File: config.mk
export PLATFORM = sky130hd
export DESIGN_NAME = button_press_classifier_flat
export DESIGN_NICKNAME = d
export VERILOG_FILES = /design/src/hw/rtl/bpc_pkg.sv /design/src/hw/rtl/bpc_in_if.sv /design/src/hw/rtl/bpc_out_if.sv /design/src/hw/rtl/bpc_cfg_if.sv /design/src/hw/rtl/bpc_step.sv /design/src/hw/rtl/button_press_classifier.sv /design/src/flat_wrapper.sv
export SDC_FILE = /design/constraint.sdc
export NUM_CORES = 1
export LEC_CHECK = 0
export BUFFER_PORTS_ARGS = -buffer_cell sky130_fd_sc_hd__clkbuf_2
export CORE_UTILIZATION = 45
export CTS_CLUSTER_SIZE = 12
export DETAILED_ROUTE_END_ITERATION = 8
export MAX_ROUTING_LAYER = met4
export PLACE_DENSITY = 0.66
export SETUP_SLACK_MARGIN = 0.05
export SYNTH_ARGS = -nofsm -noshare
export SYNTH_HDL_FRONTEND = slang
export SYNTH_SLANG_ARGS = --single-unit
File: constraint.sdc
create_clock -name clk -period 5.4 [get_ports clk]
set_input_delay 0.54 -clock clk [delete_from_list [all_inputs] [get_ports clk]]
set_output_delay 0.54 -clock clk [all_outputs]
set_load 0.05 [all_outputs]
File: src/hw/rtl/bpc_pkg.sv
`timescale 1ns / 1ps
`default_nettype none
// ----------------------------------------------------------------------------
// bpc_pkg: shared types and constants for the button press classifier
// Event codes, register indexes, field widths and the per-key state record.
// ----------------------------------------------------------------------------
package bpc_pkg;

  // field widths
  localparam int unsigned TICK_W  = 12;
  localparam int unsigned EVENT_W = 3;
  localparam int unsigned CFG_IDX_W = 4;

  // hold counter saturation value
  localparam logic [TICK_W-1:0] HOLD_MAX = {TICK_W{1'b1}};

  // register reset values
  localparam logic [TICK_W-1:0] LONG_TICKS_RST  = 12'd40;
  localparam logic [TICK_W-1:0] STUCK_TICKS_RST = 12'd3000;

  // register indexes
  localparam logic [CFG_IDX_W-1:0] CFG_LONG_TICKS  = 4'd0;
  localparam logic [CFG_IDX_W-1:0] CFG_STUCK_TICKS = 4'd1;

  // event codes
  localparam logic [EVENT_W-1:0] EV_NONE      = 3'd0;
  localparam logic [EVENT_W-1:0] EV_PRESSED   = 3'd1;
  localparam logic [EVENT_W-1:0] EV_LONG_HELD = 3'd2;
  localparam logic [EVENT_W-1:0] EV_SHORT_REL = 3'd3;
  localparam logic [EVENT_W-1:0] EV_LONG_REL  = 3'd4;

  // debouncer and classifier state
  typedef struct packed {
    logic               level_now;
    logic               level_before;
    logic               press_confirmed;
    logic [EVENT_W-1:0] pending_event;
    logic               fault_latched;
    logic [TICK_W-1:0]  hold_count;
  } bpc_state_t;

  // thresholds from the register file
  typedef struct packed {
    logic [TICK_W-1:0] long_ticks;
    logic [TICK_W-1:0] stuck_ticks;
  } bpc_cfg_t;

endpackage : bpc_pkg
`default_nettype wire

File: src/hw/rtl/bpc_in_if.sv
`timescale 1ns / 1ps
`default_nettype none
// ----------------------------------------------------------------------------
// bpc_in_if: sample channel
// One beat carries one sampled key level and the event-take flag.
// ----------------------------------------------------------------------------
interface bpc_in_if;
  logic valid;
  logic ready;
  logic level;
  logic take_event;

  modport source (output valid, output level, output take_event, input ready);
  modport sink   (input valid, input level, input take_event, output ready);
endinterface : bpc_in_if
`default_nettype wire

File: src/hw/rtl/bpc_out_if.sv
`timescale 1ns / 1ps
`default_nettype none
// ----------------------------------------------------------------------------
// bpc_out_if: result channel
// One beat carries the pending event, the stuck flag and the hold count.
// ----------------------------------------------------------------------------
interface bpc_out_if;
  import bpc_pkg::*;
  logic               valid;
  logic               ready;
  logic [EVENT_W-1:0] event_res;
  logic               stuck;
  logic [TICK_W-1:0]  hold_ticks;

  modport source (output valid, output event_res, output stuck, output hold_ticks,
                  input ready);
  modport sink   (input valid, input event_res, input stuck, input hold_ticks,
                  output ready);
endinterface : bpc_out_if
`default_nettype wire

File: src/hw/rtl/bpc_cfg_if.sv
`timescale 1ns / 1ps
`default_nettype none
// ----------------------------------------------------------------------------
// bpc_cfg_if: register write channel
// One beat writes one threshold register selected by index.
// ----------------------------------------------------------------------------
interface bpc_cfg_if;
  import bpc_pkg::*;
  logic                 valid;
  logic                 ready;
  logic [CFG_IDX_W-1:0] index;
  logic [TICK_W-1:0]    data;

  modport source (output valid, output index, output data, input ready);
  modport sink   (input valid, input index, input data, output ready);
endinterface : bpc_cfg_if
`default_nettype wire

File: src/hw/rtl/bpc_step.sv
`timescale 1ns / 1ps
`default_nettype none
// ----------------------------------------------------------------------------
// bpc_step: next-state logic for one tick
// Shifts the level history, confirms presses, counts hold ticks, classifies
// releases and latches the stuck fault.
// ----------------------------------------------------------------------------
module bpc_step
  import bpc_pkg::*;
(
  input  bpc_state_t state_i,
  input  bpc_cfg_t   cfg_i,
  input  logic       level_i,
  input  logic       take_event_i,
  output bpc_state_t state_o
);

  logic [TICK_W-1:0] hold_inc;

  // saturating increment of the hold counter
  assign hold_inc = (state_i.hold_count == HOLD_MAX) ? state_i.hold_count
                                                     : state_i.hold_count + 1'b1;

  always_comb begin
    state_o = state_i;

    // consumer takes the event before the tick lands
    if (take_event_i) begin
      state_o.pending_event = EV_NONE;
    end

    // level history shifts, unless this tick latches the stuck fault
    state_o.level_before = state_i.level_now;
    state_o.level_now    = level_i;

    if (!state_i.fault_latched) begin
      if (level_i) begin
        // two pressed samples confirm the press
        if (state_i.level_now) begin
          if (!state_i.press_confirmed) begin
            state_o.pending_event = EV_PRESSED;
          end
          state_o.press_confirmed = 1'b1;
        end
        state_o.hold_count = hold_inc;
        // long hold flagged on every tick at or past the threshold
        if (hold_inc >= cfg_i.long_ticks) begin
          state_o.pending_event = EV_LONG_HELD;
        end
        // stuck key: clear history, press and event, keep the count, latch the fault
        if (hold_inc > cfg_i.stuck_ticks) begin
          state_o.level_now       = 1'b0;
          state_o.level_before    = 1'b0;
          state_o.press_confirmed = 1'b0;
          state_o.pending_event   = EV_NONE;
          state_o.fault_latched   = 1'b1;
        end
      end else begin
        state_o.hold_count = '0;
        // two released samples end the press
        if (!state_i.level_now) begin
          if (state_o.pending_event == EV_PRESSED) begin
            state_o.pending_event = EV_SHORT_REL;
          end else if (state_o.pending_event == EV_LONG_HELD) begin
            state_o.pending_event = EV_LONG_REL;
          end
          state_o.press_confirmed = 1'b0;
        end
      end
    end
  end

endmodule : bpc_step
`default_nettype wire

File: src/hw/rtl/button_press_classifier.sv
`timescale 1ns / 1ps
`default_nettype none
// ----------------------------------------------------------------------------
// button_press_classifier: debounced short/long press classifier
// Takes one key sample per beat and returns the pending event, the stuck
// flag and the hold count after that sample.
//
//   channel   dir  handshake          payload
//   in_bus    in   valid/ready        level, take_event
//   out_bus   out  valid/ready        event_res, stuck, hold_ticks
//   cfg_bus   in   valid/ready        index, data (long_ticks, stuck_ticks)
//
// One beat per clock when out_bus does not stall: the state register is
// updated in the cycle a sample is taken; it is the out_bus result next cycle.
// A new sample is taken whenever the result slot is empty or being drained,
// so a stalled consumer holds the input off only once a result is waiting.
// Synchronous active-low reset clears all state and loads the default
// thresholds (40 and 3000); cfg_bus is always ready.
// ----------------------------------------------------------------------------
module button_press_classifier
  import bpc_pkg::*;
(
  input  wire logic   clk,
  input  wire logic   rst_n,
  bpc_in_if.sink      in_bus,
  bpc_out_if.source   out_bus,
  bpc_cfg_if.sink     cfg_bus
);

  bpc_state_t state_r;
  bpc_state_t state_nxt;
  bpc_cfg_t   cfg_r;
  logic       out_valid_r;
  logic       in_fire;

  // accept when the result slot is free or being taken this cycle
  assign in_bus.ready = !out_valid_r || out_bus.ready;
  assign in_fire      = in_bus.valid && in_bus.ready;
  assign cfg_bus.ready = 1'b1;

  // threshold registers
  always_ff @(posedge clk) begin
    if (!rst_n) begin
      cfg_r.long_ticks  <= LONG_TICKS_RST;
      cfg_r.stuck_ticks <= STUCK_TICKS_RST;
    end else if (cfg_bus.valid) begin
      case (cfg_bus.index)
        CFG_LONG_TICKS:  cfg_r.long_ticks  <= cfg_bus.data;
        CFG_STUCK_TICKS: cfg_r.stuck_ticks <= cfg_bus.data;
        default: ;
      endcase
    end
  end

  // per-tick update
  bpc_step u_step (
    .state_i      (state_r),
    .cfg_i        (cfg_r),
    .level_i      (in_bus.level),
    .take_event_i (in_bus.take_event),
    .state_o      (state_nxt)
  );

  // state doubles as the result register
  always_ff @(posedge clk) begin
    if (!rst_n) begin
      state_r     <= '0;
      out_valid_r <= 1'b0;
    end else begin
      if (in_fire) begin
        state_r <= state_nxt;
      end
      if (in_fire) begin
        out_valid_r <= 1'b1;
      end else if (out_bus.ready) begin
        out_valid_r <= 1'b0;
      end
    end
  end

  assign out_bus.valid      = out_valid_r;
  assign out_bus.event_res  = state_r.pending_event;
  assign out_bus.stuck      = state_r.fault_latched;
  assign out_bus.hold_ticks = state_r.hold_count;

  // fault stays latched until reset
  a_fault_sticky: assert property (@(posedge clk) disable iff (!rst_n)
    state_r.fault_latched |=> state_r.fault_latched)
    else $error("stuck fault cleared without reset");

  // hold count frozen while faulted
  a_hold_frozen: assert property (@(posedge clk) disable iff (!rst_n)
    state_r.fault_latched |=> $stable(state_r.hold_count))
    else $error("hold count moved during stuck fault");

  // pending event stays a defined code
  a_event_range: assert property (@(posedge clk) disable iff (!rst_n)
    state_r.pending_event <= EV_LONG_REL)
    else $error("pending event out of range");

  // every accepted beat yields a result next cycle
  a_result_follows: assert property (@(posedge clk) disable iff (!rst_n)
    in_fire |=> out_valid_r)
    else $error("accepted sample produced no result");

  // fault entry leaves an empty event and no confirmed press
  a_fault_clears_event: assert property (@(posedge clk) disable iff (!rst_n)
    (in_fire && !state_r.fault_latched && state_nxt.fault_latched)
      |=> (state_r.pending_event == EV_NONE) && !state_r.press_confirmed)
    else $error("fault entry left event or press set");

endmodule : button_press_classifier
`default_nettype wire
File: src/flat_wrapper.sv
// flat-port wrapper written by rule: the top's interface ports become plain ports
module button_press_classifier_flat import bpc_pkg::*;
  (clk, rst_n, in_bus_valid, in_bus_level, in_bus_take_event, in_bus_ready, out_bus_valid, out_bus_event_res, out_bus_stuck, out_bus_hold_ticks, out_bus_ready, cfg_bus_valid, cfg_bus_index, cfg_bus_data, cfg_bus_ready);
  bpc_in_if in_bus_i ();
  bpc_out_if out_bus_i ();
  bpc_cfg_if cfg_bus_i ();
  input  wire logic clk;
  input  wire logic rst_n;
  input wire logic [$bits(in_bus_i.valid)-1:0] in_bus_valid;
  input wire logic [$bits(in_bus_i.level)-1:0] in_bus_level;
  input wire logic [$bits(in_bus_i.take_event)-1:0] in_bus_take_event;
  output wire logic [$bits(in_bus_i.ready)-1:0] in_bus_ready;
  output wire logic [$bits(out_bus_i.valid)-1:0] out_bus_valid;
  output wire logic [$bits(out_bus_i.event_res)-1:0] out_bus_event_res;
  output wire logic [$bits(out_bus_i.stuck)-1:0] out_bus_stuck;
  output wire logic [$bits(out_bus_i.hold_ticks)-1:0] out_bus_hold_ticks;
  input wire logic [$bits(out_bus_i.ready)-1:0] out_bus_ready;
  input wire logic [$bits(cfg_bus_i.valid)-1:0] cfg_bus_valid;
  input wire logic [$bits(cfg_bus_i.index)-1:0] cfg_bus_index;
  input wire logic [$bits(cfg_bus_i.data)-1:0] cfg_bus_data;
  output wire logic [$bits(cfg_bus_i.ready)-1:0] cfg_bus_ready;
  assign in_bus_i.valid = in_bus_valid;
  assign in_bus_i.level = in_bus_level;
  assign in_bus_i.take_event = in_bus_take_event;
  assign in_bus_ready = in_bus_i.ready;
  assign out_bus_valid = out_bus_i.valid;
  assign out_bus_event_res = out_bus_i.event_res;
  assign out_bus_stuck = out_bus_i.stuck;
  assign out_bus_hold_ticks = out_bus_i.hold_ticks;
  assign out_bus_i.ready = out_bus_ready;
  assign cfg_bus_i.valid = cfg_bus_valid;
  assign cfg_bus_i.index = cfg_bus_index;
  assign cfg_bus_i.data = cfg_bus_data;
  assign cfg_bus_ready = cfg_bus_i.ready;
  button_press_classifier u_core (.clk(clk), .rst_n(rst_n), .in_bus(in_bus_i), .out_bus(out_bus_i), .cfg_bus(cfg_bus_i));
endmodule
# Word-level counts from Yosys, hierarchy flattened
# Cells that the tools add are included.
word_totals:
  elab_cells: 43
  output_inout_bits: 19
  ff_bits: 43
classes:
  bitwise: 1
  n_mux: 16
  eq_ne: 6
  n_reduce_logical: 9
  add_sub_neg: 1
  n_lt_le_gt_ge: 2
op_table:
  columns: ["operator", "count"]
  rows:
  - ["$mux 12", 2]
  - ["$mux 19", 1]
  - ["$mux 3", 5]
  - ["$add 12x1->12 const B", 1]
  - ["$eq 12x12->1 const B", 1]
  - ["$ge 12x12->1", 1]
  - ["$gt 12x12->1", 1]
  - ["$mux 4", 3]
  - ["$mux 7", 1]
  - ["$reduce_and 2->1", 3]
  - ["$eq 4x1->1 const B", 1]
  - ["$logic_not 4->1", 1]
  - ["$reduce_and 4->1", 1]
  - ["$eq 3x1->1 const B", 1]
  - ["$eq 3x2->1 const B", 1]
  - ["$mux 1", 3]
  - ["$ne 3x1->1 const B", 1]
  - ["$mux 2", 1]
  - ["$ne 2x2->1 const B", 1]
  - ["$reduce_bool 2->1", 1]
  - ["$logic_and 1x1->1", 1]
  - ["$logic_not 1->1", 1]
  - ["$logic_or 1x1->1", 1]
  - ["$not 1->1", 1]

# Logic depth before layout (Yosys ltp)
# Gate-level depths: netlist (run 1).
logic_depth:
  depth_word: 7
  mapped_depth: 13
  depth_no_buf: 13

# Modules after synthesis
# From an unflattened synthesis (run 1), not the netlist that was laid out.
unflattened:
  cells_unflattened: 410
  hier_area_um2: 3245.6
by_module_without_submodules:
  columns: ["module", "cells_per_inst", "seq_area_each_um2", "area_each_um2", "instances"]
  rows:
  - ["button_press_classifier", 213, 880.8, 1910.6, 1]
  - ["bpc_step", 197, 0.0, 1335.0, 1]

# Worst setup path before layout (run 1)
# Ideal clock, no wire load.
synth_timing:
  path_kind: "reg2reg"
  startpoint: "register u_core.state_r, in the netlist u_core.out_bus.hold_ticks[0]"
  endpoint: "register u_core.state_r, in the netlist u_core.out_bus.event_res[2]"
  arrival_time_ps: 3214
  slack_ps: 2112
  n_path_buf: 1
  setup_ps: 74
  required_time_ps: 5326
  path_stages_with_launch: 14
  synth_period_minus_slack_ps: 3288
  path_cell_list: "dfxtp_1 > ha_1 > nand4_1 > or4_1 > buf_6 > nand3_2 > xnor2_1 > ha_1 > a21o_1 > nand3_1 > a21oi_2 > o41ai_4 > or4b_1 > a31oi_1"
synth_via:
  elab_chain_len: 7
  word_cells_on_any_way: 9
  classes_between: "add/sub (1); order compare (2); eq/ne (1); mux (5)"
synth_rtl:
  columns: ["element", "line", "rtl"]
  rows:
  - ["start: declaration", "button_press_classifier.sv:30", "bpc_state_t state_r;"]
  - ["start signal: assignment", "button_press_classifier.sv:71", "state_r <= state_nxt;"]
  - ["$add 12x1->12 / $eq 12x12->1 (equally long branches)", "bpc_step.sv:22, bpc_step.sv:21", null]
  - ["$mux 12 (*)", "bpc_step.sv:21", "assign hold_inc = (state_i.hold_count == HOLD_MAX) ? state_i.hold_count"]
  - ["$ge 12x12->1", "bpc_step.sv:47", "if (hold_inc >= cfg_i.long_ticks) begin"]
  - ["$mux 3", "bpc_step.sv:47", null]
  - ["$mux 7 (*)", "bpc_step.sv:51", "if (hold_inc > cfg_i.stuck_ticks) begin"]
  - ["$mux 4 (*)", "bpc_step.sv:37", "if (level_i) begin"]
  - ["$mux 19 (*)", "bpc_step.sv:36", "if (!state_i.fault_latched) begin"]
# Mark *: on every way between the ends. The rest lies on a longest branch, timed or not.
# A chain may end at the register's enable or synchronous reset.

# Final worst setup path (run 1)
# Same ends and word-level chain as after synthesis.

==> results of run 1 <==
[per-stage QoR]
| stage | hold slack (ns) | power (uW) |
|---|---|---|
| 3_5_place_dp | 0.470 | 396 |
| 3_3_place_gp | 0.459 | 395 |
| 2_1_floorplan | 0.444 | 377 |
| 6_report | 0.475 | 590 |
| 5_1_grt | 0.500 | 617 |
| 4_1_cts | 0.481 | 598 |
[layer usage]
layer,vias to the layer above,wire length (um),global-route usage,part of all wire
li1,1167,-,-,-
met1,1058,2740,0.249,0.47
met2,63,2720,0.343,0.46
met3,8,323,0.0423,0.055
met4,0,85,0.0696,0.014
met5,-,0,-,0
[registers in the layout, summed over array words and instances, names as in the netlist]
name                       flops
u_core.out_bus.hold_ticks     12
u_core.cfg_r                  24
u_core.out_bus.event_res       3
u_core.state_r                 2
u_core.out_bus.valid           1
u_core.out_bus.stuck           1
[cell usage in the layout (no fill, tap or decap), types with 3 or more instances in the layout]
cell type  instances
a21boi_0          10
a21oi_1           15
a31oi_1            5
a32o_1             7
and2_1             4
and3_1             3
clkbuf_2          40
clkbuf_8           5
dfxtp_1           43
ha_1              25
inv_1             26
mux2_2             3
mux2i_1           10
nand2_1           43
nand2b_1           4
nand3_1            5
nand4_1            8
nor2_1             9
nor2b_1           18
nor3_1             7
o211ai_1          11
o21a_1             5
o21ai_0            9
xnor2_1            6
[kinds of logic after synthesis]
logic type                 share of synthesized area
other                                        0.00138
adders and majority gates                      0.115
and+or+nand+nor                                0.205
xor gates and xnor gates                      0.0225
DFF                                            0.316
muxes                                         0.0491
AOI/OAI and AO/OA                              0.191
buffers and inverters                          0.100
[worst register-to-register path, cell delays in order (launching register included)]
cell and delay (ns):
dfxtp_1 0.44, ha_1 0.26, nand4_1 0.15, or4_1 0.73, nand3_2 0.18, xnor2_1 0.17
ha_1 0.29, a21o_1 0.16, nand3_1 0.09, a21oi_2 0.07, o41ai_4 0.50, or4b_1 0.47
a31oi_1 0.17
[power groups by stage]
| stage | Combinational, uW | Clock, uW | Sequential (uW) |
|---|---|---|---|
| finish | 63.1 | 201 | 326 |
| global route | 70.1 | 221 | 326 |
| CTS | 63.4 | 209 | 326 |
| detailed placement | 63.1 | 0 | 333 |
| global placement | 62.0 | 0 | 333 |
| floorplan | 42.8 | 0 | 334 |
[worst min-delay path by stage]
stage,to,slack (ns),cells after the start
global placement,u_core.cfg_r[2],0.46,2
CTS,u_core.cfg_r[2],0.48,2
floorplan,u_core.cfg_r[10],0.44,2
finish,u_core.cfg_r[2],0.47,2
global route,u_core.cfg_r[11],0.50,3
detailed placement,u_core.cfg_r[2],0.47,2
[cells in the mapped netlist (2+ instances only)]
master and n:
o21bai_1 2, nand3_1 5, nand2_1 43, nand2b_1 4, o22ai_1 2, and2_1 4
nor3_1 7, buf_2 2, xnor2_1 6, clkbuf_1 9, a21boi_0 10, mux2i_1 10
inv_1 26, a21oi_1 15, a211oi_1 2, dfxtp_1 43, mux2_2 3, a32o_1 7
nor2b_1 18, o21a_1 5, nand4_1 8, a31oi_1 5, buf_4 16, nand3_2 2
or4b_1 2, o211ai_1 11, and3_1 3, o21ai_0 9, nor2_1 9, ha_1 25
[area by class of cell]
type,instances,share of cell area
Clock buffer,6,0.0247
Clock inverter,2,0.00426
Inverter,26,0.0332
Multi-Input combinational cell,228,0.546
Sequential cell,43,0.293
Tap cell,72,0.0307
Timing Repair Buffer,40,0.0682
==> flow_summary.ini, run 1 <==
[yosys]
yosysTopAreaCell = dfxtp_1
ys_top_cells_by_area = dfxtp_1 32%, ha_1 11%, nand2_1 5.9%, buf_4 4.4%, nor2b_1 4.1%
avgSynthCellArea_um2 = 8.39
netlist_area_um2 = 2730
ys_seq_area_frac = 0.316
synth_edf_count = 0
syn_inst = 325
yosys_warnings = 0
ys_ff_latch = 43
synth_nets = 373
synthFlopType = dfxtp_1
synth_async_sr_flop_share = 0
synth_cell_type_count = 42
synth.top_cell.area_share = 0.316

[routing]
totalWireLength_mm = 5.87
wl_per_cell_um = 14.1
ant_nets = 0
vias = 2296
drt_pass1_iterations = 4
via_per_inst = 5.51
drt_iter0_drc = 115
drc = 0

[finish]
multi_input_area_um2 = 1600
final_cell_area_um2 = 2940
final_cells = 417
utilization = 0.517
num-nets-final = 392
drive_gt1_frac = 0.162
area_growth_pct = 7.66
seq_area_um2 = 861
n_antenna_cell = 0
fill_cells = 551

[sta]
finalCritPeriodShare = 0.695
worst_pin_slew_ns = 1.09
finalHoldViolations = 0
maxSlewViolCount = 0
rsz0062_at_grt = no
max_slew_margin = 0.269
min_period_ns = 3.75
fin_skew_ns = 0.00533
setup_viol = 0
tns_ns = 0
max_freq_mhz = 267
setup_ws_ns = 1.65

[setup_path]
crit_top_cell = ha_1
rrSetupSlack_ns = 1.65
worst_path_max_delay_cell = or4_1
max_stage_delay_ns = 0.73
crit_fanout = 10
r2r_start = u_core.out_bus.hold_ticks[0]
worstSetupPathType = flip-flop to flip-flop
endpoint_kind = flip-flop
worstPathCellList = ha_1 -> nand4_1 -> or4_1 -> nand3_2 -> xnor2_1 -> ha_1 -> a21o_1 -> nand3_1 -> a21oi_2 -> o41ai_4 -> or4b_1 -> a31oi_1
critPathLaunch = u_core.out_bus.hold_ticks[0]
critPathArrivalTime_ns = 3.97
reg2reg_depth = 12
r2r-end = u_core.out_bus.event_res[2]
worstPathRequired_ns = 5.62
crit_cells = 12
critical_path.startpoint_type = flip-flop
worst-path-buf-inv = 0
crit_family = simple AND/OR/NAND/NOR gates
worstSetupEndpoint = u_core.out_bus.event_res[2]

[min_path]
hold_class = flip-flop to flip-flop
worstHoldStart = u_core.cfg_r[2]

[power]
seq_power_share = 0.552
power_leakage_uw = 0.00124
p_int_uw = 435
netSwitchingFraction = 0.263
p_sw_uw = 155
p_clk_frac = 0.341
peakVddDrop_mv = 0.0903
power_density_nw_per_um2 = 201
p_comb_frac = 0.107

[die]
die_w_um = 79.8
core_um2 = 5680
die_area_um2 = 6370
fp.dieH_um = 79.8
core.rowCount = 27
io_pins = 42
start_util = 0.480

[global_route]
overflow = 0
grt_pass1_wl_mm = 10.0
antenna_found_initial = 0
grt.total_usage = 0.206
grt_max_degree = 47
first_global_vias = 2203

[clock_tree]
root_buffer = clkbuf_8
worstSkewPairLatency_ns = 0.29
cts_sinks = 43
cts.clk_slew.worst_paths_ns = 0.08
cts_buffer_depth = 2
cts_resized = 0
hold_buffers = 0
htreeDepth = 2
cts_setup_buffers = 0
numCtsBuffers = 5
cts_tree = yes

[run_status]
outcome = finished, final reports clean

[placed_design]
dp.cells = 409
gp_congestion = 0.890
portBuffers = 40
placedInstanceArea_um2 = 2850
hpwl_mm = 4.49
pre_cts_ws_ns = 1.69

[job]
cap_violations = 0
(Power assumes the default switching activity.)
==> inputs of run 2 (changes only) <==
- PLACE_DENSITY: 0.66 -> 0.68
- clock period: 5.4 -> 3 ns (I/O delays scaled with it)
==> run 2 against run 1 <==
Effect of this change: the run now ends with negative setup slack left; clock-buffer cell count down 1; clock skew up 0.0079 ns; sequential power up 79%; power up 100%; worst setup slack worse by 1.7 ns; critical endpoint unchanged.
==> flow_summary.ini, run 2 (synthesis results as in run 1) <==
[run_status]
outcome = complete, but fails checks
violations = negative setup slack

[setup_path]
endpoint_kind = flip-flop
critPathLaunch = u_core.out_bus.hold_ticks[1]
critPathArrivalTime_ns = 3.33
critical_path.startpoint_type = flip-flop
crit_top_cell = nand4_1
worstSetupPathType = flip-flop to flip-flop
crit_fanout = 7
worst_path_max_delay_cell = or4_4
max_stage_delay_ns = 0.52
worstPathCellList = ha_4 -> nand4_1 -> or4_4 -> nand4_1 -> xnor2_1 -> ha_1 -> a21o_1 -> nand3_2 -> a21oi_2 -> o41ai_4 -> or4b_1 -> a31oi_1
r2r_start = u_core.out_bus.hold_ticks[1]
worstPathRequired_ns = 3.23

[placed_design]
portBuffers = 40
gp_congestion = 0.894
hpwl_mm = 4.88
dp.cells = 450

[clock_tree]
cts_tree = yes
cts.clk_slew.worst_paths_ns = 0.10
cts_sinks = 43
worstSkewPairLatency_ns = 0.31
cts_buffer_depth = 2
hold_buffers = 0
htreeDepth = 2
numCtsBuffers = 5
root_buffer = clkbuf_8

[sta]
finalCritPeriodShare = 1.03
hold_slack_ns = 0.228
finalHoldViolations = 0
max_slew_margin = 0.337
rsz0062_at_grt = yes
maxSlewViolCount = 0
setup_viol = 2
max_freq_mhz = 323
worst_pin_slew_ns = 0.987
setup_ws_ns = -0.0982
fin_skew_ns = 0.0132
min_period_ns = 3.10

[die]
die_w_um = 79.8
die_area_um2 = 6370
io_pins = 42
start_util = 0.480
core.rowCount = 27
core_um2 = 5680
fp.dieH_um = 79.8

[global_route]
grt_pass1_wl_mm = 11.4
first_global_vias = 2495
grt.total_usage = 0.234
grt_max_degree = 31
overflow = 0
antenna_found_initial = 0

[finish]
top_register = u_core.cfg_r
final_cells = 463
num-nets-final = 438
fill_cells = 484
area_growth_pct = 28.4
layout_commonest_cell = buf_4
drive_gt1_frac = 0.340
largest_reg_flops = 24
n_antenna_cell = 0
final_cell_mix = 46 x buf_4, 40 x nand2_1, 40 x clkbuf_2, 39 x dfxtp_1, 26 x inv_1
seq_area_um2 = 871
multi_input_area_um2 = 1780

[routing]
wl_per_cell_um = 14.4
drt_iter0_drc = 76
ant_nets = 0
vias = 2471
totalWireLength_mm = 6.68
drt_pass1_iterations = 4
via_per_inst = 5.34
drc = 0

[min_path]
worstHoldStart = cfg_bus_data[7]
hold_class = input pin to flip-flop

[power]
power_leakage_uw = 0.00155
peakVddDrop_mv = 0.195
power_density_nw_per_um2 = 339

[job]
cap_violations = 0
## run 2: cell count changes in the layout (fill, tap and decap cells not counted), moves of 3 or more
cell / change
a21oi_1: -5
a21oi_2: +5
buf_4: +46
dfxtp_1: -4
ha_1: -4
ha_4: +4
nand2_1: -3
nand2_2: +3
o21ai_0: -3
o21ai_1: +3
xnor2_1: -3
## run 2: final timing paths
kind | to | slack (ns) | depth (start not counted)
worst max register to register | u_core.out_bus.event_res[2] | -0.1 | 12
worst max-delay path | u_core.out_bus.event_res[2] | -0.1 | 12
worst min register to register | u_core.cfg_r[2] | 0.48 | 2
worst min-delay path | u_core.cfg_r[7] | 0.23 | 3
## run 2: area by class of cell
class / count / area share
flip-flops and latches: 43 / 0.249
multi-input cells: 228 / 0.509
well taps: 72 / 0.0257
inverters: 26 / 0.0279
clock inverters: 3 / 0.0136
clock buffers: 5 / 0.0197
repair buffers: 86 / 0.156
## run 2: layer usage
layer | routed length (um) | share of wire | track usage | vias to the layer above
met5 | 0 | 0 | - | -
met3 | 222 | 0.033 | 0.0389 | 6
li1 | - | - | - | 1256
met2 | 3420 | 0.51 | 0.418 | 52
met4 | 60 | 0.0090 | 0.0536 | 0
met1 | 2980 | 0.45 | 0.274 | 1157
## run 2: where the power goes
group          switching, uW  total (uW)  internal, uW
clock network            222         475           253
registers               5.96         585           579
logic                   78.3         126          48.2
## run 2: repair_timing
| item | in CTS | in global routing |
|---|---|---|
| buffers inserted | 3 | 2 |
| gates resized for setup | 17 | 15 |
| endpoints found under the setup margin | 4 | 5 |
| pin swaps | 8 | 5 |
## run 2: critical path, delay by kind of cell (launching register included)
family	cells	cell delay, ns
flip-flops	1	0.36
adder cells (fa/ha/maj)	2	0.33
XOR/XNOR	1	0.14
AO/OA/AOI/OAI	4	0.86
AND/OR/NAND/NOR	5	1.34
## run 2: metrics by stage
stage	total power [uW]	util	setup TNS [ns]	setup WS [ns]	instance area [um^2]
final	1190	0.617	-0.169	-0.0982	3500
after detailed placement	717	0.563	-0.273	-0.143	3200
after CTS	1190	0.600	-0.0648	-0.0481	3400
after global routing	1240	0.617	-0.583	-0.250	3500
after global placement	715	0.563	-0.125	-0.0657	3200
after floorplan	678	-	-0.0316	-0.0202	2760
